$ cat src/spcp_pkg.sv
`default_nettype none
package spcp_pkg;

  // Operation codes of an input request.
  typedef enum logic [1:0] {
    OP_CODE  = 2'd0,
    OP_RAW   = 2'd1,
    OP_FLUSH = 2'd2
  } op_t;

  typedef enum logic [1:0] {
    ST_OK      = 2'd0,
    ST_BAD_FMT = 2'd1,
    ST_RANGE   = 2'd2
  } status_t;

  typedef enum logic [2:0] {
    KIND_ZERO,
    KIND_BIN,
    KIND_PAIR,
    KIND_SINGLE,
    KIND_GROUP,
    KIND_NONE
  } kind_t;

  localparam logic [4:0] FMT_ZERO    = 5'd0;
  localparam logic [4:0] FMT_BIN_LO  = 5'd3;
  localparam logic [4:0] FMT_BIN_HI  = 5'd16;
  localparam logic [4:0] FMT_PAIR1   = 5'd17;
  localparam logic [4:0] FMT_SINGLE1 = 5'd18;
  localparam logic [4:0] FMT_BASE3   = 5'd19;
  localparam logic [4:0] FMT_PAIR2   = 5'd20;
  localparam logic [4:0] FMT_SINGLE2 = 5'd21;
  localparam logic [4:0] FMT_BASE5   = 5'd22;
  localparam logic [4:0] FMT_PAIR3   = 5'd23;
  localparam logic [4:0] FMT_SINGLE3 = 5'd24;
  localparam logic [4:0] FMT_PAIR4   = 5'd26;
  localparam logic [4:0] FMT_SINGLE4 = 5'd27;
  localparam logic [4:0] FMT_BASE11  = 5'd29;

  localparam logic [4:0] RAW_MAX_BITS = 5'd16;

  localparam int QUEUE_DEPTH_DEF = 2;

  typedef struct packed {
    logic [1:0]         op;
    logic [4:0]         format;
    logic signed [15:0] word;
    logic               last_in_column;
    logic [15:0]        raw_value;
    logic [4:0]         raw_width;
  } in_req_t;

  typedef struct packed {
    logic [7:0] out_byte;
    logic       byte_valid;
    status_t    status;
    logic       last_result;
  } out_res_t;

  // One coded request as it travels from the front to the back.
  typedef struct packed {
    logic [15:0] bits;
    logic [4:0]  len;
    status_t     status;
    logic        flush;
  } q_entry_t;

endpackage
`default_nettype wire

$ cat src/spcp_front.sv
`default_nettype none
module spcp_front (
  input  wire logic              clk,
  input  wire logic              rst_n,
  input  wire spcp_pkg::in_req_t in_data,
  input  wire logic              accept,
  output spcp_pkg::q_entry_t     code
);

  typedef struct packed {
    logic [1:0] len;
    logic [2:0] val;
  } mag_t;

  function automatic mag_t mag_code(input logic [2:0] pk, input logic signed [3:0] v);
    logic signed [3:0] s;
    logic [2:0]        m;
    mag_t              r;
    s = 4'sd0;
    m = 3'd0;
    if (pk == 3'd3) begin
      if (v == 4'sd1 || v == -4'sd1) begin
        r.val = {1'b0, v[3] ? 1'b0 : 1'b1, 1'b0};
        r.len = 2'd2;
      end else begin
        s = v[3] ? v + 4'sd3 : v;
        r.val = {s[1:0], 1'b1};
        r.len = 2'd3;
      end
    end else begin
      s = v[3] ? v + $signed({1'b0, pk}) : v + $signed({1'b0, pk}) - 4'sd1;
      case (pk)
        3'd1: begin
          m = 3'b001;
          r.len = 2'd1;
        end
        3'd2: begin
          m = 3'b011;
          r.len = 2'd2;
        end
        default: begin
          m = 3'b111;
          r.len = 2'd3;
        end
      endcase
      r.val = s[2:0] & m;
    end
    return r;
  endfunction

  spcp_pkg::kind_t    kind;
  logic [2:0]         peak;
  logic [2:0]         off;
  logic [3:0]         base;
  logic [1:0]         gsize;
  logic [4:0]         gwidth;
  logic [2:0]         lim;
  logic signed [16:0] w_ext;
  logic signed [16:0] lim_s;
  logic signed [16:0] mid;
  logic signed [16:0] bsum;
  logic signed [3:0]  wc;
  logic               clipped;
  mag_t               mag;
  logic [1:0]         fill_eff;
  logic [6:0]         gv_eff;
  logic [3:0]         digit;
  logic [6:0]         weight;
  logic [10:0]        gsum;
  logic [10:0]        gout;
  logic [1:0]         pos1;
  logic [6:0]         pad;
  logic [15:0]        val;
  logic [4:0]         len;
  logic [16:0]        mask;
  spcp_pkg::status_t  status;

  logic       zp_r, zp_nxt;
  logic [1:0] gfill_r, gfill_nxt;
  logic [6:0] gval_r, gval_nxt;

  always_comb begin
    kind   = spcp_pkg::KIND_NONE;
    peak   = 3'd0;
    off    = 3'd1;
    base   = 4'd3;
    gsize  = 2'd3;
    gwidth = 5'd5;
    case (in_data.format) inside
      spcp_pkg::FMT_ZERO: kind = spcp_pkg::KIND_ZERO;
      [spcp_pkg::FMT_BIN_LO:spcp_pkg::FMT_BIN_HI]: kind = spcp_pkg::KIND_BIN;
      spcp_pkg::FMT_PAIR1, spcp_pkg::FMT_PAIR2, spcp_pkg::FMT_PAIR3, spcp_pkg::FMT_PAIR4:
        kind = spcp_pkg::KIND_PAIR;
      spcp_pkg::FMT_SINGLE1, spcp_pkg::FMT_SINGLE2, spcp_pkg::FMT_SINGLE3,
      spcp_pkg::FMT_SINGLE4:
        kind = spcp_pkg::KIND_SINGLE;
      spcp_pkg::FMT_BASE3, spcp_pkg::FMT_BASE5, spcp_pkg::FMT_BASE11:
        kind = spcp_pkg::KIND_GROUP;
      default: kind = spcp_pkg::KIND_NONE;
    endcase
    case (in_data.format) inside
      spcp_pkg::FMT_PAIR1, spcp_pkg::FMT_SINGLE1: peak = 3'd1;
      spcp_pkg::FMT_PAIR2, spcp_pkg::FMT_SINGLE2: peak = 3'd2;
      spcp_pkg::FMT_PAIR3, spcp_pkg::FMT_SINGLE3: peak = 3'd3;
      default: peak = 3'd4;
    endcase
    case (in_data.format)
      spcp_pkg::FMT_BASE5: begin
        off    = 3'd2;
        base   = 4'd5;
        gsize  = 2'd3;
        gwidth = 5'd7;
      end
      spcp_pkg::FMT_BASE11: begin
        off    = 3'd5;
        base   = 4'd11;
        gsize  = 2'd2;
        gwidth = 5'd7;
      end
      default: begin
        off    = 3'd1;
        base   = 4'd3;
        gsize  = 2'd3;
        gwidth = 5'd5;
      end
    endcase

    // Saturate to the peak (or to the group offset) of the format.
    lim   = (kind == spcp_pkg::KIND_GROUP) ? off : peak;
    w_ext = {in_data.word[15], in_data.word};
    lim_s = $signed({14'd0, lim});
    clipped = 1'b1;
    if (w_ext > lim_s) begin
      wc = $signed({1'b0, lim});
    end else if (w_ext < -lim_s) begin
      wc = -$signed({1'b0, lim});
    end else begin
      wc = w_ext[3:0];
      clipped = 1'b0;
    end
    mag = mag_code(peak, wc);

    mid  = $signed(17'd1 << (in_data.format - 5'd1));
    bsum = w_ext + mid;

    fill_eff = (gfill_r >= gsize) ? 2'd0 : gfill_r;
    gv_eff   = (gfill_r >= gsize) ? 7'd0 : gval_r;
    digit    = unsigned'(wc + $signed({1'b0, off}));
    case (fill_eff)
      2'd0: weight = 7'd1;
      2'd1: weight = {3'd0, base};
      default: weight = {3'd0, base} * {3'd0, base};
    endcase
    gsum = {4'd0, gv_eff} + 11'(digit) * 11'(weight);
    pos1 = fill_eff + 2'd1;
    // Members missing at the close of a group count as zero (digit = offset).
    pad = 7'd0;
    if (pos1 != gsize) begin
      case (in_data.format)
        spcp_pkg::FMT_BASE3:  pad = (pos1 == 2'd1) ? 7'd12 : 7'd9;
        spcp_pkg::FMT_BASE5:  pad = (pos1 == 2'd1) ? 7'd60 : 7'd50;
        spcp_pkg::FMT_BASE11: pad = 7'd55;
        default: pad = 7'd0;
      endcase
    end
    gout = gsum + {4'd0, pad};

    val       = 16'd0;
    len       = 5'd0;
    status    = spcp_pkg::ST_OK;
    zp_nxt    = zp_r;
    gfill_nxt = gfill_r;
    gval_nxt  = gval_r;

    case (in_data.op)
      spcp_pkg::OP_CODE: begin
        if (kind == spcp_pkg::KIND_NONE) begin
          status = spcp_pkg::ST_BAD_FMT;
        end else begin
          if (kind != spcp_pkg::KIND_PAIR) begin
            zp_nxt = 1'b0;
          end
          if (kind != spcp_pkg::KIND_GROUP) begin
            gfill_nxt = 2'd0;
            gval_nxt  = 7'd0;
          end
          if (kind != spcp_pkg::KIND_ZERO && kind != spcp_pkg::KIND_BIN && clipped) begin
            status = spcp_pkg::ST_RANGE;
          end
          case (kind)
            spcp_pkg::KIND_ZERO: begin
              if (in_data.word != 16'sd0) begin
                status = spcp_pkg::ST_RANGE;
              end
            end
            spcp_pkg::KIND_BIN: begin
              if (w_ext < -mid || w_ext >= mid) begin
                status = spcp_pkg::ST_RANGE;
              end
              val = bsum[15:0];
              len = in_data.format;
            end
            spcp_pkg::KIND_SINGLE: begin
              if (wc == 4'sd0) begin
                len = 5'd1;
              end else begin
                val = {12'd0, mag.val, 1'b1};
                len = 5'd1 + 5'(mag.len);
              end
            end
            spcp_pkg::KIND_PAIR: begin
              zp_nxt = 1'b0;
              if (zp_r) begin
                if (wc == 4'sd0) begin
                  len = 5'd1;
                end else begin
                  // Held zero closes as a single zero, then the escape and value.
                  val = {9'd0, mag.val, 4'b1101};
                  len = 5'd4 + 5'(mag.len);
                end
              end else if (wc == 4'sd0) begin
                if (in_data.last_in_column) begin
                  val = 16'd1;
                  len = 5'd2;
                end else begin
                  zp_nxt = 1'b1;
                end
              end else begin
                val = {11'd0, mag.val, 2'b11};
                len = 5'd2 + 5'(mag.len);
              end
            end
            spcp_pkg::KIND_GROUP: begin
              if (pos1 == gsize || in_data.last_in_column) begin
                val       = {9'd0, gout[6:0]};
                len       = gwidth;
                gfill_nxt = 2'd0;
                gval_nxt  = 7'd0;
              end else begin
                gfill_nxt = pos1;
                gval_nxt  = gsum[6:0];
              end
            end
            default: begin
              len = 5'd0;
            end
          endcase
        end
      end
      spcp_pkg::OP_RAW: begin
        val = in_data.raw_value;
        len = (in_data.raw_width > spcp_pkg::RAW_MAX_BITS) ? spcp_pkg::RAW_MAX_BITS
                                                            : in_data.raw_width;
      end
      default: begin
        len = 5'd0;
      end
    endcase

    mask        = (17'd1 << len) - 17'd1;
    code.bits   = val & mask[15:0];
    code.len    = len;
    code.status = status;
    code.flush  = (in_data.op == spcp_pkg::OP_FLUSH);
  end

  always_ff @(posedge clk) begin
    if (!rst_n) begin
      zp_r    <= 1'b0;
      gfill_r <= 2'd0;
      gval_r  <= 7'd0;
    end else if (accept) begin
      zp_r    <= zp_nxt;
      gfill_r <= gfill_nxt;
      gval_r  <= gval_nxt;
    end
  end

endmodule
`default_nettype wire

$ cat src/spcp_queue.sv
`default_nettype none
module spcp_queue #(
  parameter int DEPTH = spcp_pkg::QUEUE_DEPTH_DEF
) (
  input  wire logic               clk,
  input  wire logic               rst_n,
  input  wire logic               push,
  input  wire spcp_pkg::q_entry_t push_data,
  output logic                    full,
  input  wire logic               pop,
  output spcp_pkg::q_entry_t      pop_data,
  output logic                    nempty
);

  localparam int PW = $clog2(DEPTH);
  localparam int CW = $clog2(DEPTH + 1);

  spcp_pkg::q_entry_t mem_r [DEPTH];
  logic [PW-1:0] wp_r, wp_nxt;
  logic [PW-1:0] rp_r, rp_nxt;
  logic [CW-1:0] cnt_r, cnt_nxt;

  always_comb begin
    full     = (cnt_r == CW'(DEPTH));
    nempty   = (cnt_r != '0);
    pop_data = mem_r[rp_r];
    wp_nxt   = wp_r;
    rp_nxt   = rp_r;
    if (push) begin
      wp_nxt = (wp_r == PW'(DEPTH - 1)) ? '0 : wp_r + PW'(1);
    end
    if (pop) begin
      rp_nxt = (rp_r == PW'(DEPTH - 1)) ? '0 : rp_r + PW'(1);
    end
    case ({push, pop})
      2'b10: cnt_nxt = cnt_r + CW'(1);
      2'b01: cnt_nxt = cnt_r - CW'(1);
      default: cnt_nxt = cnt_r;
    endcase
  end

  always_ff @(posedge clk) begin
    if (push) begin
      mem_r[wp_r] <= push_data;
    end
  end

  always_ff @(posedge clk) begin
    if (!rst_n) begin
      wp_r  <= '0;
      rp_r  <= '0;
      cnt_r <= '0;
    end else begin
      wp_r  <= wp_nxt;
      rp_r  <= rp_nxt;
      cnt_r <= cnt_nxt;
    end
  end

endmodule
`default_nettype wire

$ cat src/spcp_back.sv
`default_nettype none
module spcp_back (
  input  wire logic               clk,
  input  wire logic               rst_n,
  input  wire logic               q_valid,
  input  wire spcp_pkg::q_entry_t q_data,
  output logic                    q_pop,
  output logic                    out_valid,
  input  wire logic               out_stall,
  output spcp_pkg::out_res_t      out_data
);

  logic [23:0]        acc_r, acc_nxt;
  logic [4:0]         cnt_r, cnt_nxt;
  logic               busy_r, busy_nxt;
  spcp_pkg::status_t  status_r, status_nxt;
  logic               flush_r, flush_nxt;
  logic               out_valid_r, out_valid_nxt;
  spcp_pkg::out_res_t out_data_r, out_data_nxt;

  logic               out_ready;
  logic               step;
  logic [23:0]        acc_post;
  logic [4:0]         cnt_post;
  spcp_pkg::out_res_t res;
  logic [23:0]        base_acc;
  logic [4:0]         base_cnt;

  always_comb begin
    out_ready = !out_valid_r || !out_stall;
    step      = busy_r && out_ready;

    // One result per unstalled cycle: a whole byte, the padded partial byte of a
    // flush, or an empty result when the request completed nothing.
    res.status = status_r;
    if (cnt_r >= 5'd8) begin
      res.out_byte    = acc_r[7:0];
      res.byte_valid  = 1'b1;
      acc_post        = {8'd0, acc_r[23:8]};
      cnt_post        = cnt_r - 5'd8;
      res.last_result = (cnt_post < 5'd8);
    end else if (flush_r && cnt_r != 5'd0) begin
      res.out_byte    = acc_r[7:0];
      res.byte_valid  = 1'b1;
      acc_post        = 24'd0;
      cnt_post        = 5'd0;
      res.last_result = 1'b1;
    end else begin
      res.out_byte    = 8'd0;
      res.byte_valid  = 1'b0;
      acc_post        = acc_r;
      cnt_post        = cnt_r;
      res.last_result = 1'b1;
    end

    base_acc = busy_r ? acc_post : acc_r;
    base_cnt = busy_r ? cnt_post : cnt_r;
    q_pop    = q_valid && (!busy_r || (step && res.last_result));

    acc_nxt    = acc_r;
    cnt_nxt    = cnt_r;
    busy_nxt   = busy_r;
    status_nxt = status_r;
    flush_nxt  = flush_r;
    if (step) begin
      acc_nxt  = acc_post;
      cnt_nxt  = cnt_post;
      busy_nxt = !res.last_result;
    end
    if (q_pop) begin
      acc_nxt    = base_acc | (24'(q_data.bits) << base_cnt);
      cnt_nxt    = base_cnt + q_data.len;
      busy_nxt   = 1'b1;
      status_nxt = q_data.status;
      flush_nxt  = q_data.flush;
    end

    out_valid_nxt = step || (out_valid_r && out_stall);
    out_data_nxt  = step ? res : out_data_r;

    out_valid = out_valid_r;
    out_data  = out_data_r;
  end

  always_ff @(posedge clk) begin
    status_r   <= status_nxt;
    flush_r    <= flush_nxt;
    out_data_r <= out_data_nxt;
  end

  always_ff @(posedge clk) begin
    if (!rst_n) begin
      acc_r       <= 24'd0;
      cnt_r       <= 5'd0;
      busy_r      <= 1'b0;
      out_valid_r <= 1'b0;
    end else begin
      acc_r       <= acc_nxt;
      cnt_r       <= cnt_nxt;
      busy_r      <= busy_nxt;
      out_valid_r <= out_valid_nxt;
    end
  end

endmodule
`default_nettype wire

$ cat src/subband_coefficient_packer.sv
`default_nettype none
// Channel  Handshake             Payload               Direction
// in       in_valid / in_stall   spcp_pkg::in_req_t    into the block
// out      out_valid / out_stall spcp_pkg::out_res_t   out of the block
//
// Each request gives one or two results. The back end emits one result per cycle
// through its byte output register while out_stall is low. An accepted request
// passes through the queue and the bit accumulator into the output register.
// Synchronous active-low reset clears the bit accumulator, held zero, partial group
// and the queue. in_stall rises only when the queue between front and back is full;
// out_stall holds the output register while requests fill the queue.
module subband_coefficient_packer #(
  parameter int QUEUE_DEPTH = spcp_pkg::QUEUE_DEPTH_DEF
) (
  input  wire logic              clk,
  input  wire logic              rst_n,
  input  wire logic              in_valid,
  output logic                   in_stall,
  input  wire spcp_pkg::in_req_t in_data,
  output logic                   out_valid,
  input  wire logic              out_stall,
  output spcp_pkg::out_res_t     out_data
);

  spcp_pkg::q_entry_t f_code;
  spcp_pkg::q_entry_t q_head;
  logic               q_full;
  logic               q_nempty;
  logic               q_pop;
  logic               q_push;

  assign in_stall = q_full;
  assign q_push   = in_valid && !q_full;

  spcp_front u_front (
    .clk     (clk),
    .rst_n   (rst_n),
    .in_data (in_data),
    .accept  (q_push),
    .code    (f_code)
  );

  spcp_queue #(
    .DEPTH (QUEUE_DEPTH)
  ) u_queue (
    .clk       (clk),
    .rst_n     (rst_n),
    .push      (q_push),
    .push_data (f_code),
    .full      (q_full),
    .pop       (q_pop),
    .pop_data  (q_head),
    .nempty    (q_nempty)
  );

  spcp_back u_back (
    .clk       (clk),
    .rst_n     (rst_n),
    .q_valid   (q_nempty),
    .q_data    (q_head),
    .q_pop     (q_pop),
    .out_valid (out_valid),
    .out_stall (out_stall),
    .out_data  (out_data)
  );

  // An empty result always closes its request and carries a zero byte.
  a_empty_is_last: assert property (@(posedge clk) disable iff (!rst_n)
    out_valid && !out_data.byte_valid |-> out_data.last_result && out_data.out_byte == 8'd0)
    else $error("empty result not marked last");

  // The second byte of a request follows at once, is last and keeps the status.
  a_second_follows: assert property (@(posedge clk) disable iff (!rst_n)
    out_valid && !out_stall && !out_data.last_result |=>
      out_valid && out_data.last_result && out_data.byte_valid &&
      out_data.status == $past(out_data.status))
    else $error("second result of a request missing or malformed");

  a_pop_nonempty: assert property (@(posedge clk) disable iff (!rst_n)
    q_pop |-> q_nempty)
    else $error("queue popped while empty");

  a_reset_idle: assert property (@(posedge clk)
    !rst_n |=> !out_valid)
    else $error("result presented straight after reset");

endmodule
`default_nettype wire
$ cat config.mk
export PLATFORM = sky130hd
export DESIGN_NAME = subband_coefficient_packer
export DESIGN_NICKNAME = d
export VERILOG_FILES = /design/src/spcp_pkg.sv /design/src/spcp_front.sv /design/src/spcp_queue.sv /design/src/spcp_back.sv /design/src/subband_coefficient_packer.sv
export SDC_FILE = /design/constraint.sdc
export NUM_CORES = 1
export LEC_CHECK = 0
export BUFFER_PORTS_ARGS = -buffer_cell sky130_fd_sc_hd__clkbuf_2
export CORE_UTILIZATION = 55
export CTS_CLUSTER_DIAMETER = 30
export DETAILED_ROUTE_END_ITERATION = 10
export PLACE_DENSITY_LB_ADDON = 0.2
export SLEW_MARGIN = 20
export SYNTH_ARGS = -nofsm -noshare
export SYNTH_HDL_FRONTEND = slang
export SYNTH_HIERARCHICAL = 1
export SYNTH_SLANG_ARGS = --single-unit
$ cat constraint.sdc
create_clock -name clk -period 23.2 [get_ports clk]
set_clock_uncertainty 0.2 [all_clocks]
set_input_delay 3.48 -clock clk [delete_from_list [all_inputs] [get_ports clk]]
set_output_delay 3.48 -clock clk [all_outputs]
set_load 0.01 [all_outputs]
# [Word-level counts from Yosys, hierarchy flattened]
# Memories as Yosys holds them, arrays and structs flattened. A register that Yosys moved wholly into a read port is not among the register bits.
# Index checks and enable logic that the tools add are counted.
[word_totals] reg_bits=60 mem_bits_rw=48 input_bits=49 wordCells=223 memories=1
[memory_table] name="u_queue.mem_r" words=2 width=24 read_ports=1 rd_ports_with_merged_regs=1 write_ports=1 line_no="spcp_queue.sv:18" rtl="spcp_pkg::q_entry_t mem_r [DEPTH];"
[op_classes] n_addsub=22 multipliers=2 magnitude_cmp=10 n_eq_ne=33 shift=3 muxes=90 n_bitwise=4 n_reduce_logical=42
[ops] operator="$mux 24" n=5
[ops] operator="$mux 5" n=13
[ops] operator="$pmux 16 s4" n=1
[ops] operator="$eq 5x5->1 const B" n=11
[ops] operator="$mux 7" n=7
[ops] operator="$mux 3" n=12
[ops] operator="$lt 16x17->1" n=2
[ops] operator="$mux 16" n=2
[ops] operator="$pmux 16 s2" n=1
[ops] operator="$mux 2" n=12
[ops] operator="$or 24x24->24" n=1
[ops] operator="$shl 16x5->24" n=1
[ops] operator="$pmux 7 s3" n=1
[ops] operator="$mux 1" n=20
[ops] operator="$mux 4" n=5
[ops] operator="$pmux 5 s4" n=1
[ops] operator="$mux 9" n=2
[ops] operator="$ge 16x17->1" n=1
[ops] operator="$neg 17->17" n=1
[ops] operator="$neg 3->17" n=1
[ops] operator="$shl 1x5->17 const A" n=1
[ops] operator="$add 16x16->16" n=1
[ops] operator="$and 16x16->16" n=1
[ops] operator="$gt 16x4->1" n=1
[ops] operator="58 further kinds" n=102

# [Longest topological paths before layout]
# Gate-level depths: netlist (run 1).
[depth] ltp_word=27 depth_mapped=43 depth_no_buf=40

# [Modules after synthesis]
# Netlist (run 1), hierarchy kept.
[modules_own_cells] module="spcp_front" instances=1 cells_per_inst=826 area_each_um2=5860.6
[modules_own_cells] module="spcp_back" instances=1 cells_per_inst=431 area_each_um2=3423.3
[modules_own_cells] module="spcp_queue" instances=1 cells_per_inst=97 area_each_um2=1945.6
[modules_own_cells] module="subband_coefficient_packer" instances=1 cells_per_inst=1 area_each_um2=13.8

# [Worst setup path before layout (run 1)]
# OpenSTA, ideal clock, no wires.
[synth_path] kind="input-to-reg" from="input in_data[41] (netlist name)" to="memory u_queue/mem_r[0][13] (netlist name), data pin" setup_time_ns=0.292 t_arrival_ns=11.851 t_required_ns=22.708 setup_slack_ns=10.857 cell_stages=40 cell_sequence="buf_2 -> clkbuf_1 -> clkbuf_1 -> nor2_1 -> nand4_1 -> ha_1 -> nand3b_1 -> a21oi_1 -> o31ai_1 -> inv_1 -> ha_1 -> ha_1 -> buf_2 -> nand2_1 -> a311oi_1 -> nor3_1 -> a211o_1 -> a21oi_1 -> [4 not listed] -> a21oi_1 -> or2_2 -> nand2b_1 -> fa_1 -> inv_1 -> fa_1 -> inv_1 -> fa_1 -> inv_1 -> ha_1 -> xnor2_1 -> ha_1 -> a21oi_1 -> xor2_1 -> o22ai_1 -> a22o_1 -> a31oi_1 -> a311oi_1"
[synth_lines] element="from (decl)" line_no="subband_coefficient_packer.sv:19" rtl="input wire spcp_pkg::in_req_t in_data,"
[synth_lines] element="to (decl)" line_no="spcp_queue.sv:18"

==> impl_summary.log, run 1 <==
INFO  metric num_io_pins = 63
INFO  metric rsz0062_at_grt = no
INFO  metric cell_internal_pwr = 0.5450 mW
INFO  metric fp.dieH = ~140 um
INFO  metric worstHoldPathType = reg2reg
INFO  metric mappedNetlistArea = 0.01124 mm2
INFO  metric grt_overflow = 0
INFO  metric holdPathEnd = u_back/out_data[2]$_DFFE_PP_
INFO  metric layout_common_cells = sky130_fd_sc_hd__nand2_1 (118), sky130_fd_sc_hd__ha_1 (104), sky130_fd_sc_hd__nor2_1 (97), sky130_fd_sc_hd__inv_1 (93), sky130_fd_sc_hd__a21oi_1 (84)
INFO  metric ir_worst_vdd = 51.95 uV
INFO  metric clock_tree.root_cell = sky130_fd_sc_hd__clkbuf_16
INFO  metric synth_seq_cells = 109
INFO  metric route.final.wire_length = 32130 um
INFO  metric grt_first_pass_wirelength = 51270 um
INFO  metric report.final.hold_viol_count = 0
INFO  metric maximum_number_of_pins_on_one_net_before_global_route_repair = 58
INFO  metric maxCapViolations = 0
INFO  metric r2r_end = u_queue/mem_r[0][16]$_DFFE_PP_
INFO  metric clock_sink_count = approximately 110
INFO  metric multi_input_comb_area = 0.007749 mm2
INFO  metric clock_latency = 0.36 ns
INFO  metric fillerInstances = about 1800
INFO  metric route.antenna.remaining_nets = 0
INFO  metric cts_tree = built
INFO  metric power.static_leakage = 4.964 nW
INFO  metric antennaDiodeCount = 0
INFO  metric crit_path_start_kind = input port
INFO  metric pwr-share-comb = 0.576
INFO  metric share_of_post_route_cells_with_drive_strength_above_1 = 0.1127
INFO  metric synthFlopType = sky130_fd_sc_hd__edfxtp_1
INFO  metric cts-buffers-inserted = 9
INFO  metric synth_warnings = 6
INFO  metric fmaxAchievable = 74.30 MHz
INFO  metric vias_per_inst = 6.560
INFO  metric number_of_antenna_violations_at_the_first_check_in_global_routing = 0
INFO  metric crit_fanout = 37
INFO  metric cpLargestDelayFamily = adder cells
INFO  metric cp-end-kind = flop
INFO  metric cts.clk_slew.worst_paths = 0.08 ns
INFO  metric critical_path.slowest_cell = sky130_fd_sc_hd__nor3_1
INFO  metric report.final.slew_viol_count = 0
INFO  metric worst_ep_required_time = approximately 23 ns
INFO  metric cp_num_buf_inv = 7
INFO  metric timing_worst_setup_path_type = in2reg
INFO  metric h-tree-depth = 3
INFO  metric synth_enable_flop_cells = 63
INFO  metric syn-num-nets = ~1500
INFO  metric setup_tns = 0 ns
INFO  metric post-dp-hpwl = about 25000 um
INFO  metric hold_path.startpoint = u_back/status_r[1]$_DFFE_PP_
INFO  metric detailroute.via_count = 10760
INFO  metric result_of_the_run = finished, final reports clean
INFO  metric postCtsResizedCells = 0
INFO  metric finalCritPeriodShare = 0.5801
INFO  metric layout.area.seq = 0.002813 mm2
INFO  metric synth_async_sr_flop_share = 0
INFO  metric reg2regPathDepth = 18
INFO  metric remaining_drc_errors = 0
INFO  metric p_sw_frac = 0.4729
INFO  metric power.density_cell_area = 86.48 mW/mm2
INFO  metric core_area = 0.01972 mm2
INFO  metric seq_area_frac_synth = 0.2502
INFO  metric timing.reg2reg.setup_slack = 17.15 ns
INFO  metric area_growth_syn_to_layout = 6.332%
INFO  metric final-setup-viol-count = 0
INFO  metric max_stage_delay = 0.60 ns
INFO  metric ctsHoldBuffers = 0
INFO  metric final_common_cell = sky130_fd_sc_hd__nand2_1
INFO  metric cts_max_path_buffers = 2
INFO  metric design.final.nets = 1539
INFO  metric cts_setup_buffers = 0
INFO  metric gp_congestion = 0.9518
INFO  metric worst_r2r_startpoint = u_front/gfill_r[0]$_SDFFE_PN0P_
INFO  metric die_area = between 0.02 and 0.025 mm2
INFO  metric via_count_of_the_first_global_routing_pass = 9800
INFO  metric slew-limit-headroom = 0.4524
INFO  metric post_synth_num_cell_types = 102
INFO  metric power_frac_clock = 0.146
INFO  metric syn-mean-instance-area = 8.298 um2
INFO  metric post_drt_wl_per_cell = 19.59 um
INFO  metric die_w = ~140 um
INFO  metric arrival = 13.38 ns
INFO  metric total_grt_usage = 0.3022
INFO  metric floorplan.rows = 51
INFO  metric worstMarginPinSlew = around 0.82 ns
INFO  metric fin_worst_hold_slack = about 0.24 ns
INFO  metric worstHoldPathCells = 0
INFO  metric power_switching = a little under 0.5 mW
INFO  metric io_buffers = 62
INFO  metric netlist_instances = around 1400
INFO  metric starting_density_of_the_core = 0.5702
INFO  metric min_tclk_post_route = about 13 ns
INFO  metric first_pass_iters = 6
INFO  metric drt_iter0_markers = 1137
INFO  metric part_of_the_power_in_registers = 0.278
[sequential cells by signal (all words and copies together), names as in the netlist, named ones only]
signal	flops
u_back/acc_r	24
u_back/busy_r	1
u_back/cnt_r	5
u_back/flush_r	1
u_back/out_data	12
u_back/out_valid	1
u_back/status_r	2
u_front/gfill_r	2
u_front/gval_r	7
u_front/zp_r	1
u_queue/cnt_r	2
u_queue/mem_r	48
u_queue/rp_r	1
u_queue/wp_r	1
[logic make-up after synthesis]
group	Yosys count	synth area share
AO/OA/AOI/OAI	399	0.2514
XOR/XNOR	44	0.03428
adder cells (fa/ha/maj)	120	0.1442
buffers and inverters	167	0.06087
flip-flops	109	0.2502
multiplexers	44	0.04362
AND/OR/NAND/NOR	472	0.2154
[layout make-up]
type / count / share of cell area
clock buffer: 9 / 0.01884
clock inverter: 7 / 0.005756
inverter: 98 / 0.03077
multi-input combinational: 1079 / 0.6481
sequential: 109 / 0.2353
tap: 265 / 0.02773
timing repair buffer: 73 / 0.03349
[cells in the mapped netlist, types with 16 or more instances]
cell type / count / area, um2
sky130_fd_sc_hd__a21o_1: 18 / 135.1
sky130_fd_sc_hd__nor2b_1: 34 / 212.7
sky130_fd_sc_hd__clkbuf_1: 29 / 108.9
sky130_fd_sc_hd__xnor2_1: 30 / 262.8
sky130_fd_sc_hd__nor2_1: 98 / 367.9
sky130_fd_sc_hd__mux2_2: 30 / 337.8
sky130_fd_sc_hd__a21oi_1: 84 / 420.4
sky130_fd_sc_hd__nor3_1: 37 / 185.2
sky130_fd_sc_hd__nand2_1: 118 / 442.9
sky130_fd_sc_hd__a211oi_1: 22 / 165.2
sky130_fd_sc_hd__dfxtp_1: 46 / 920.9
sky130_fd_sc_hd__a31oi_1: 17 / 106.4
sky130_fd_sc_hd__buf_2: 30 / 150.1
sky130_fd_sc_hd__o21ai_0: 54 / 270.3
sky130_fd_sc_hd__ha_1: 104 / 1301
sky130_fd_sc_hd__a22oi_1: 29 / 217.7
sky130_fd_sc_hd__edfxtp_1: 63 / 1892
sky130_fd_sc_hd__inv_1: 93 / 349.1
sky130_fd_sc_hd__and2_1: 30 / 187.7
sky130_fd_sc_hd__nand2b_1: 27 / 168.9
sky130_fd_sc_hd__fa_1: 16 / 320.3
sky130_fd_sc_hd__nand3_1: 42 / 210.2
[how the worst max path moves through the flow]
stage	from	to	slack (ns)	depth (start not counted)
5_1_grt	in_data[41]	u_queue/mem_r[1][13]$_DFFE_PP_	8.90	40
6_report	in_data[41]	u_queue/mem_r[0][13]$_DFFE_PP_	9.74	40
4_1_cts	in_data[41]	u_queue/mem_r[0][13]$_DFFE_PP_	9.85	40
3_5_place_dp	in_data[41]	u_queue/mem_r[1][13]$_DFFE_PP_	9.50	40
3_3_place_gp	in_data[41]	u_queue/mem_r[0][13]$_DFFE_PP_	9.91	38
2_1_floorplan	in_data[41]	u_queue/mem_r[0][13]$_DFFE_PP_	10.86	40
[power by group through the flow]
stage / Combinational [mW] / Sequential (mW) / Clock, mW
2_1_floorplan: 0.435 / 0.281 / 0
3_3_place_gp: 0.571 / 0.289 / 0
3_5_place_dp: 0.576 / 0.290 / 0
4_1_cts: 0.580 / 0.286 / 0.155
5_1_grt: 0.641 / 0.292 / 0.162
6_report: 0.595 / 0.288 / 0.151
[routing by layer]
| metal | track usage | wire length, um |
|---|---|---|
| met4 | 0.1452 | 1206 |
| met2 | 0.4716 | 14530 |
| met5 | 0 | 0 |
| met3 | 0.03962 | 2585 |
| met1 | 0.4122 | 13810 |
[per-stage QoR]
step / util / instances / power, mW / worst slack, ns / cell area (um2)
floorplan: - / 1355 / 0.7159 / 10.86 / 11240
global placement: 0.5906 / 1623 / 0.8596 / 9.914 / 11650
detailed placement: 0.5914 / 1624 / 0.8658 / 9.504 / 11660
CTS: 0.6063 / 1640 / 1.020 / 9.845 / 11960
global route: 0.6063 / 1640 / 1.095 / 8.899 / 11960
finish: 0.6063 / 1640 / 1.034 / 9.741 / 11960
(Power assumes the default switching activity.)
==> run 2: changes to the inputs <==
==> constraint.sdc (replaced) <==
create_clock -name clk -period 13.1 [get_ports clk]
set_clock_uncertainty 0.2 [all_clocks]
set_input_delay 1.965 -clock clk [delete_from_list [all_inputs] [get_ports clk]]
set_output_delay 1.965 -clock clk [all_outputs]
set_load 0.01 [all_outputs]
==> run 2 against run 1 <==
Effect of this change: cell count is 0.12% higher; flip-flop and latch count unchanged; register-to-register slack got worse by 10 ns; first-iteration DRC count grew 23%; hold slack better by 0.010 ns; largest cell class unchanged; die area stayed put; sequential power increased by 76%; critical endpoint unchanged; largest power group unchanged; count of clock-buffer cells in the layout did not move; highest routed layer unchanged.
==> impl_summary.log, run 2 (same netlist as run 1, synthesis figures left out) <==
INFO  metric ctsHoldBuffers = 0
INFO  metric design.final.nets = 1541
INFO  metric antennaDiodeCount = 0
INFO  metric min_tclk_post_route = 11.96 ns
INFO  metric top_register = u_queue/mem_r
INFO  metric starting_density_of_the_core = 0.5702
INFO  metric r2r_end = u_queue/mem_r[0][13]$_DFFE_PP_
INFO  metric dpl.cell_count = between 1500 and 2000
INFO  metric largest_register_ffs = between 40 and 50
INFO  metric first_pass_iters = 6
INFO  metric postCtsResizedCells = 0
INFO  metric report.final.hold_viol_count = 0
INFO  metric worstHoldPathCells = 0
INFO  metric layoutNonFillerInstCount = 1642
INFO  metric cts_setup_buffers = 0
INFO  metric final_common_cell = sky130_fd_sc_hd__nand2_1
INFO  metric floorplan.rows = a little over 50
INFO  metric setup_tns = 0 ns
INFO  metric final-setup-viol-count = 0
INFO  metric post-dp-hpwl = 24610 um
INFO  metric detailedPlace.worstSlack = 0.9548 ns
INFO  metric die_area = 0.02102 mm2
INFO  metric vias_per_inst = 6.422
INFO  metric maximum_number_of_pins_on_one_net_before_global_route_repair = 58
INFO  metric cts.clk_slew.worst_paths = 0.08 ns
INFO  metric cpLargestDelayFamily = adder cells
INFO  metric fillerInstances = roughly 1800
INFO  metric max_stage_delay = 0.57 ns
INFO  metric postLayoutSetupSlackWorst = 1.140 ns
INFO  metric core_area = 0.01972 mm2
INFO  metric ir_worst_vdd = 91.83 uV
INFO  metric cts_tree = built
INFO  metric timing_worst_setup_path_type = in2reg
INFO  metric crit_path_start_kind = input port
INFO  metric worst_r2r_startpoint = u_front/gfill_r[0]$_SDFFE_PN0P_
INFO  metric number_of_antenna_violations_at_the_first_check_in_global_routing = 0
INFO  metric report.final.slew_viol_count = 0
INFO  metric detailroute.via_count = 10550
INFO  metric cp_num_buf_inv = 7
INFO  metric area_growth_syn_to_layout = 6.621%
INFO  metric layout_common_cells = sky130_fd_sc_hd__nand2_1 (118), sky130_fd_sc_hd__ha_1 (104), sky130_fd_sc_hd__nor2_1 (97), sky130_fd_sc_hd__inv_1 (93), sky130_fd_sc_hd__a21oi_1 (84)
INFO  metric grt_first_pass_wirelength = 51300 um
INFO  metric route.final.wire_length = about 32000 um
INFO  metric reg2regPathDepth = 23
INFO  metric result_of_the_run = finished, final reports clean
INFO  metric crit_fanout = 37
INFO  metric total_grt_usage = 0.3006
INFO  metric fp.dieH = 145.0 um
INFO  metric gp_congestion = 0.9574
INFO  metric h-tree-depth = 3
INFO  metric holdPathEnd = u_back/out_data[2]$_DFFE_PP_
INFO  metric clock_sink_count = around 110
INFO  metric critical_path.slowest_cell = sky130_fd_sc_hd__nor3_1
INFO  metric die_w = 145.0 um
INFO  metric share_of_post_route_cells_with_drive_strength_above_1 = 0.1140
INFO  metric route.antenna.remaining_nets = 0
INFO  metric post_drt_wl_per_cell = 19.26 um
INFO  metric cts_max_path_buffers = 2
INFO  metric cts-buffers-inserted = 9
INFO  metric num_io_pins = 63
INFO  metric rsz0062_at_grt = no
INFO  metric remaining_drc_errors = 0
INFO  metric slew-limit-headroom = 0.4385
INFO  metric worstMarginPinSlew = 0.8413 ns
INFO  metric cp-end-kind = flop
INFO  metric fmaxAchievable = ~84 MHz
INFO  metric worstHoldPathType = reg2reg
INFO  metric hold_path.startpoint = u_back/status_r[1]$_DFFE_PP_
INFO  metric grt_overflow = 0
INFO  metric timing.reg2reg.setup_slack = 7.07 ns
INFO  metric clock_latency = 0.36 ns
INFO  metric worst_ep_required_time = ~13 ns
INFO  metric power.static_leakage = 4.988 nW
INFO  metric finalCritPeriodShare = 0.9130
INFO  metric clock_tree.root_cell = sky130_fd_sc_hd__clkbuf_16
INFO  metric io_buffers = 62
INFO  metric arrival = 11.82 ns
INFO  metric via_count_of_the_first_global_routing_pass = 9848
INFO  metric power.density_cell_area = 153.6 mW/mm2
INFO  metric maxCapViolations = 0
INFO  metric drt_iter0_markers = ~1400
run 2: cell types whose count changed in the layout (fill, tap and decap cells not counted):
cell / delta
sky130_fd_sc_hd__buf_4: +2
sky130_fd_sc_hd__clkinv_4: -2
sky130_fd_sc_hd__clkinvlp_4: -2
sky130_fd_sc_hd__inv_6: +2
sky130_fd_sc_hd__clkinv_8: +1
sky130_fd_sc_hd__inv_12: +1
run 2: power breakdown:
part | internal (mW) | switching [mW] | total [mW]
clock network | 0.138 | 0.144 | 0.282
registers | 0.452 | 0.0555 | 0.508
logic | 0.380 | 0.672 | 1.05
run 2: final cells by class:
type / count / area (um2) / area share
multi-input cells: 1079 / 7749 / 0.6464
flip-flops and latches: 109 / 2813 / 0.2346
repair buffers: 75 / 415.4 / 0.03465
inverters: 98 / 367.9 / 0.03069
well taps: 265 / 331.6 / 0.02766
clock buffers: 9 / 225.2 / 0.01879
clock inverters: 7 / 86.33 / 0.007202
run 2: worst max path at each step:
stage                      startpoint                              to  slack, ns  depth (start not counted)
after floorplan           in_data[41]  u_queue/mem_r[0][13]$_DFFE_PP_       2.27                         40
after global placement    in_data[41]  u_queue/mem_r[0][13]$_DFFE_PP_       1.34                         38
after detailed placement  in_data[41]  u_queue/mem_r[1][13]$_DFFE_PP_       0.95                         40
after CTS                 in_data[41]  u_queue/mem_r[0][13]$_DFFE_PP_       1.31                         40
after global routing      in_data[41]  u_queue/mem_r[0][13]$_DFFE_PP_       0.41                         40
final                     in_data[41]  u_queue/mem_r[0][13]$_DFFE_PP_       1.14                         40
run 2: metrics by stage:
stage	cell area [um2]	util	power (mW)	hold slack, ns
after global routing	11990	0.6080	1.961	0.2569
after detailed placement	11680	0.5922	1.534	0.2197
after global placement	11660	0.5914	1.522	0.2043
after CTS	11990	0.6080	1.820	0.2391
final	11990	0.6080	1.842	0.2471
after floorplan	11240	-	1.268	0.2003
run 2: metal layers:
layer / vias up / GRT usage / part of all wire
met4: 0 / 0.1112 / 0.031
met2: 486 / 0.4781 / 0.46
met3: 72 / 0.03553 / 0.071
met1: 4940 / 0.4173 / 0.44
li1: 5047 / - / -
met5: - / 0 / 0
==> run 3: changes to the inputs <==
--- a/config.mk
+++ b/config.mk
@@ -6,6 +6,7 @@
 export NUM_CORES = 1
 export LEC_CHECK = 0
 export BUFFER_PORTS_ARGS = -buffer_cell sky130_fd_sc_hd__clkbuf_2
+export CORE_MARGIN = 2
 export CORE_UTILIZATION = 55
 export CTS_CLUSTER_DIAMETER = 30
 export DETAILED_ROUTE_END_ITERATION = 10
==> run 3 against run 2 <==
Effect of this change: first-iteration DRC count down 21%; cell count up 0.37%; hold slack worse by 0.019 ns; non-clock buffer count unchanged; sequential power about the same; flip-flop and latch count unchanged; global-route usage down 0.60 points.
==> impl_summary.log, run 3 (same netlist as run 1, synthesis figures left out) <==
INFO  metric timing_worst_setup_path_type = in2reg
INFO  metric maximum_number_of_pins_on_one_net_before_global_route_repair = a little under 60
INFO  metric post-dp-hpwl = 24850 um
INFO  metric h-tree-depth = 3
INFO  metric power.density_cell_area = around 150 mW/mm2
INFO  metric via_count_of_the_first_global_routing_pass = 9748
INFO  metric report.final.slew_viol_count = 0
INFO  metric num_io_pins = 63
INFO  metric worstMarginPinSlew = roughly 0.91 ns
INFO  metric cts.clk_slew.worst_paths = 0.07 ns
INFO  metric vias_per_inst = 6.442
INFO  metric rsz0062_at_grt = no
INFO  metric io_buffers = 62
INFO  metric starting_density_of_the_core = 0.5574
INFO  metric grt_first_pass_wirelength = 51330 um
INFO  metric remaining_drc_errors = 0
INFO  metric final-setup-viol-count = 0
INFO  metric route.final.wire_length = 32330 um
INFO  metric maxCapViolations = 0
INFO  metric total_grt_usage = 0.2946
INFO  metric critical_path.slowest_cell = sky130_fd_sc_hd__nor3_1
INFO  metric result_of_the_run = finished, final reports clean
INFO  metric total_design_power = 1.842 mW
INFO  metric fmaxAchievable = 83.67 MHz
INFO  metric clock_sink_count = between 100 and 150
INFO  metric largest_register_ffs = 48
INFO  metric crit_fanout = 31
INFO  metric cts_setup_buffers = 0
INFO  metric max_stage_delay = between 0.5 and 0.6 ns
INFO  metric path_common_cell = sky130_fd_sc_hd__ha_1
INFO  metric layout.area.seq = 0.002813 mm2
INFO  metric cts-buffers-inserted = 9
INFO  metric power.static_leakage = 4.977 nW
INFO  metric drt_iter0_markers = roughly 1100
INFO  metric fillerInstances = 1852
INFO  metric first_pass_iters = 8
INFO  metric multi_input_comb_area = 0.007755 mm2
INFO  metric route.antenna.remaining_nets = 0
INFO  metric cp-end-kind = flop
INFO  metric finalCritPeriodShare = 0.9124
INFO  metric design.final.nets = 1541
INFO  metric floorplan.rows = 52
INFO  metric min_tclk_post_route = 11.95 ns
INFO  metric postCtsResizedCells = 0
INFO  metric setup_tns = 0 ns
INFO  metric post_drt_wl_per_cell = 19.62 um
INFO  metric worstHoldPathType = reg2reg
INFO  metric core_area = 0.02017 mm2
INFO  metric area_growth_syn_to_layout = 6.510%
INFO  metric clock_latency = 0.37 ns
INFO  metric worst_ep_required_time = about 13 ns
INFO  metric ir_worst_vdd = 85.87 uV
INFO  metric die_w = approximately 150 um
INFO  metric final_common_cell = sky130_fd_sc_hd__nand2_1
INFO  metric crit_path_start_kind = input port
INFO  metric slew-limit-headroom = 0.3870
INFO  metric report.final.hold_viol_count = 0
INFO  metric placedInstanceArea = 0.01168 mm2
INFO  metric share_of_post_route_cells_with_drive_strength_above_1 = 0.1147
INFO  metric cts_max_path_buffers = 2
INFO  metric layout_common_cells = sky130_fd_sc_hd__nand2_1 (118), sky130_fd_sc_hd__ha_1 (104), sky130_fd_sc_hd__nor2_1 (97), sky130_fd_sc_hd__inv_1 (93), sky130_fd_sc_hd__a21oi_1 (84)
INFO  metric die_area = 0.02160 mm2
INFO  metric cts_tree = built
INFO  metric detailroute.via_count = between 10000 and 15000
INFO  metric timing.reg2reg.setup_slack = 6.99 ns
INFO  metric fp.dieH = 147.0 um
INFO  metric grt_overflow = 0
INFO  metric ctsHoldBuffers = 0
INFO  metric gp_congestion = 0.9532
INFO  metric clock_tree.root_cell = sky130_fd_sc_hd__clkbuf_16
INFO  metric finish.instance_area = 0.01198 mm2
INFO  metric number_of_antenna_violations_at_the_first_check_in_global_routing = 1
INFO  metric top_register = u_queue/mem_r
INFO  metric arrival = 11.81 ns
[run 3: area by class of cell]
class	count	share of cell area
Multi-Input combinational cell	1079	0.6476
Clock buffer	10	0.01996
Clock inverter	6	0.004388
Antenna cell	1	0.0002090
Tap cell	270	0.02821
Sequential cell	109	0.2349
Timing Repair Buffer	75	0.03406
Inverter	98	0.03072
[run 3: worst max-delay path, delay by kind of cell]
| kind | cells | cell delay [ns] |
|---|---|---|
| AOI/OAI and AO/OA | 13 | 2.64 |
| xor gates and xnor gates | 2 | 0.49 |
| adders and majority gates | 9 | 3.59 |
| buffers and inverters | 6 | 0.94 |
| muxes | 1 | 0.45 |
| and+or+nand+nor | 7 | 1.72 |
[run 3: worst paths after layout]
check / endpoint / cells past startpoint / start
setup / recovery: u_queue/mem_r[1][13]$_DFFE_PP_ / 38 / in_data[40]
hold / removal: u_back/out_data[2]$_DFFE_PP_ / 0 / u_back/status_r[1]$_DFFE_PP_
setup reg to reg: u_queue/mem_r[1][13]$_DFFE_PP_ / 21 / u_front/gfill_r[0]$_SDFFE_PN0P_
hold reg to reg: u_back/out_data[2]$_DFFE_PP_ / 0 / u_back/status_r[1]$_DFFE_PP_
[run 3: per-layer routing]
layer,part of all wire,track usage,vias up
met3,0.067,0.04037,74
met4,0.035,0.1010,0
met1,0.43,0.4039,5046
met2,0.47,0.4808,444
li1,-,-,5053
met5,0,0,-
[run 3: report_power, final]
group	internal [mW]	leakage, nW	switching, mW	total, mW
Sequential	0.453	0.980	0.0539	0.506
Combinational	0.382	3.85	0.683	1.06
Clock	0.138	0.143	0.133	0.271
Total	0.972	4.98	0.870	1.84
[run 3: metrics by stage]
step | utilization | hold WS (ns) | setup slack [ns] | std cells
detailed placement | 0.5792 | 0.2109 | 0.9454 | 1631
floorplan | - | 0.2003 | 2.272 | 1355
global route | 0.5936 | 0.2443 | 0.5482 | 1647
CTS | 0.5936 | 0.2282 | 1.303 | 1647
finish | 0.5937 | 0.2279 | 1.148 | 1648
global placement | 0.5792 | 0.2035 | 1.343 | 1631
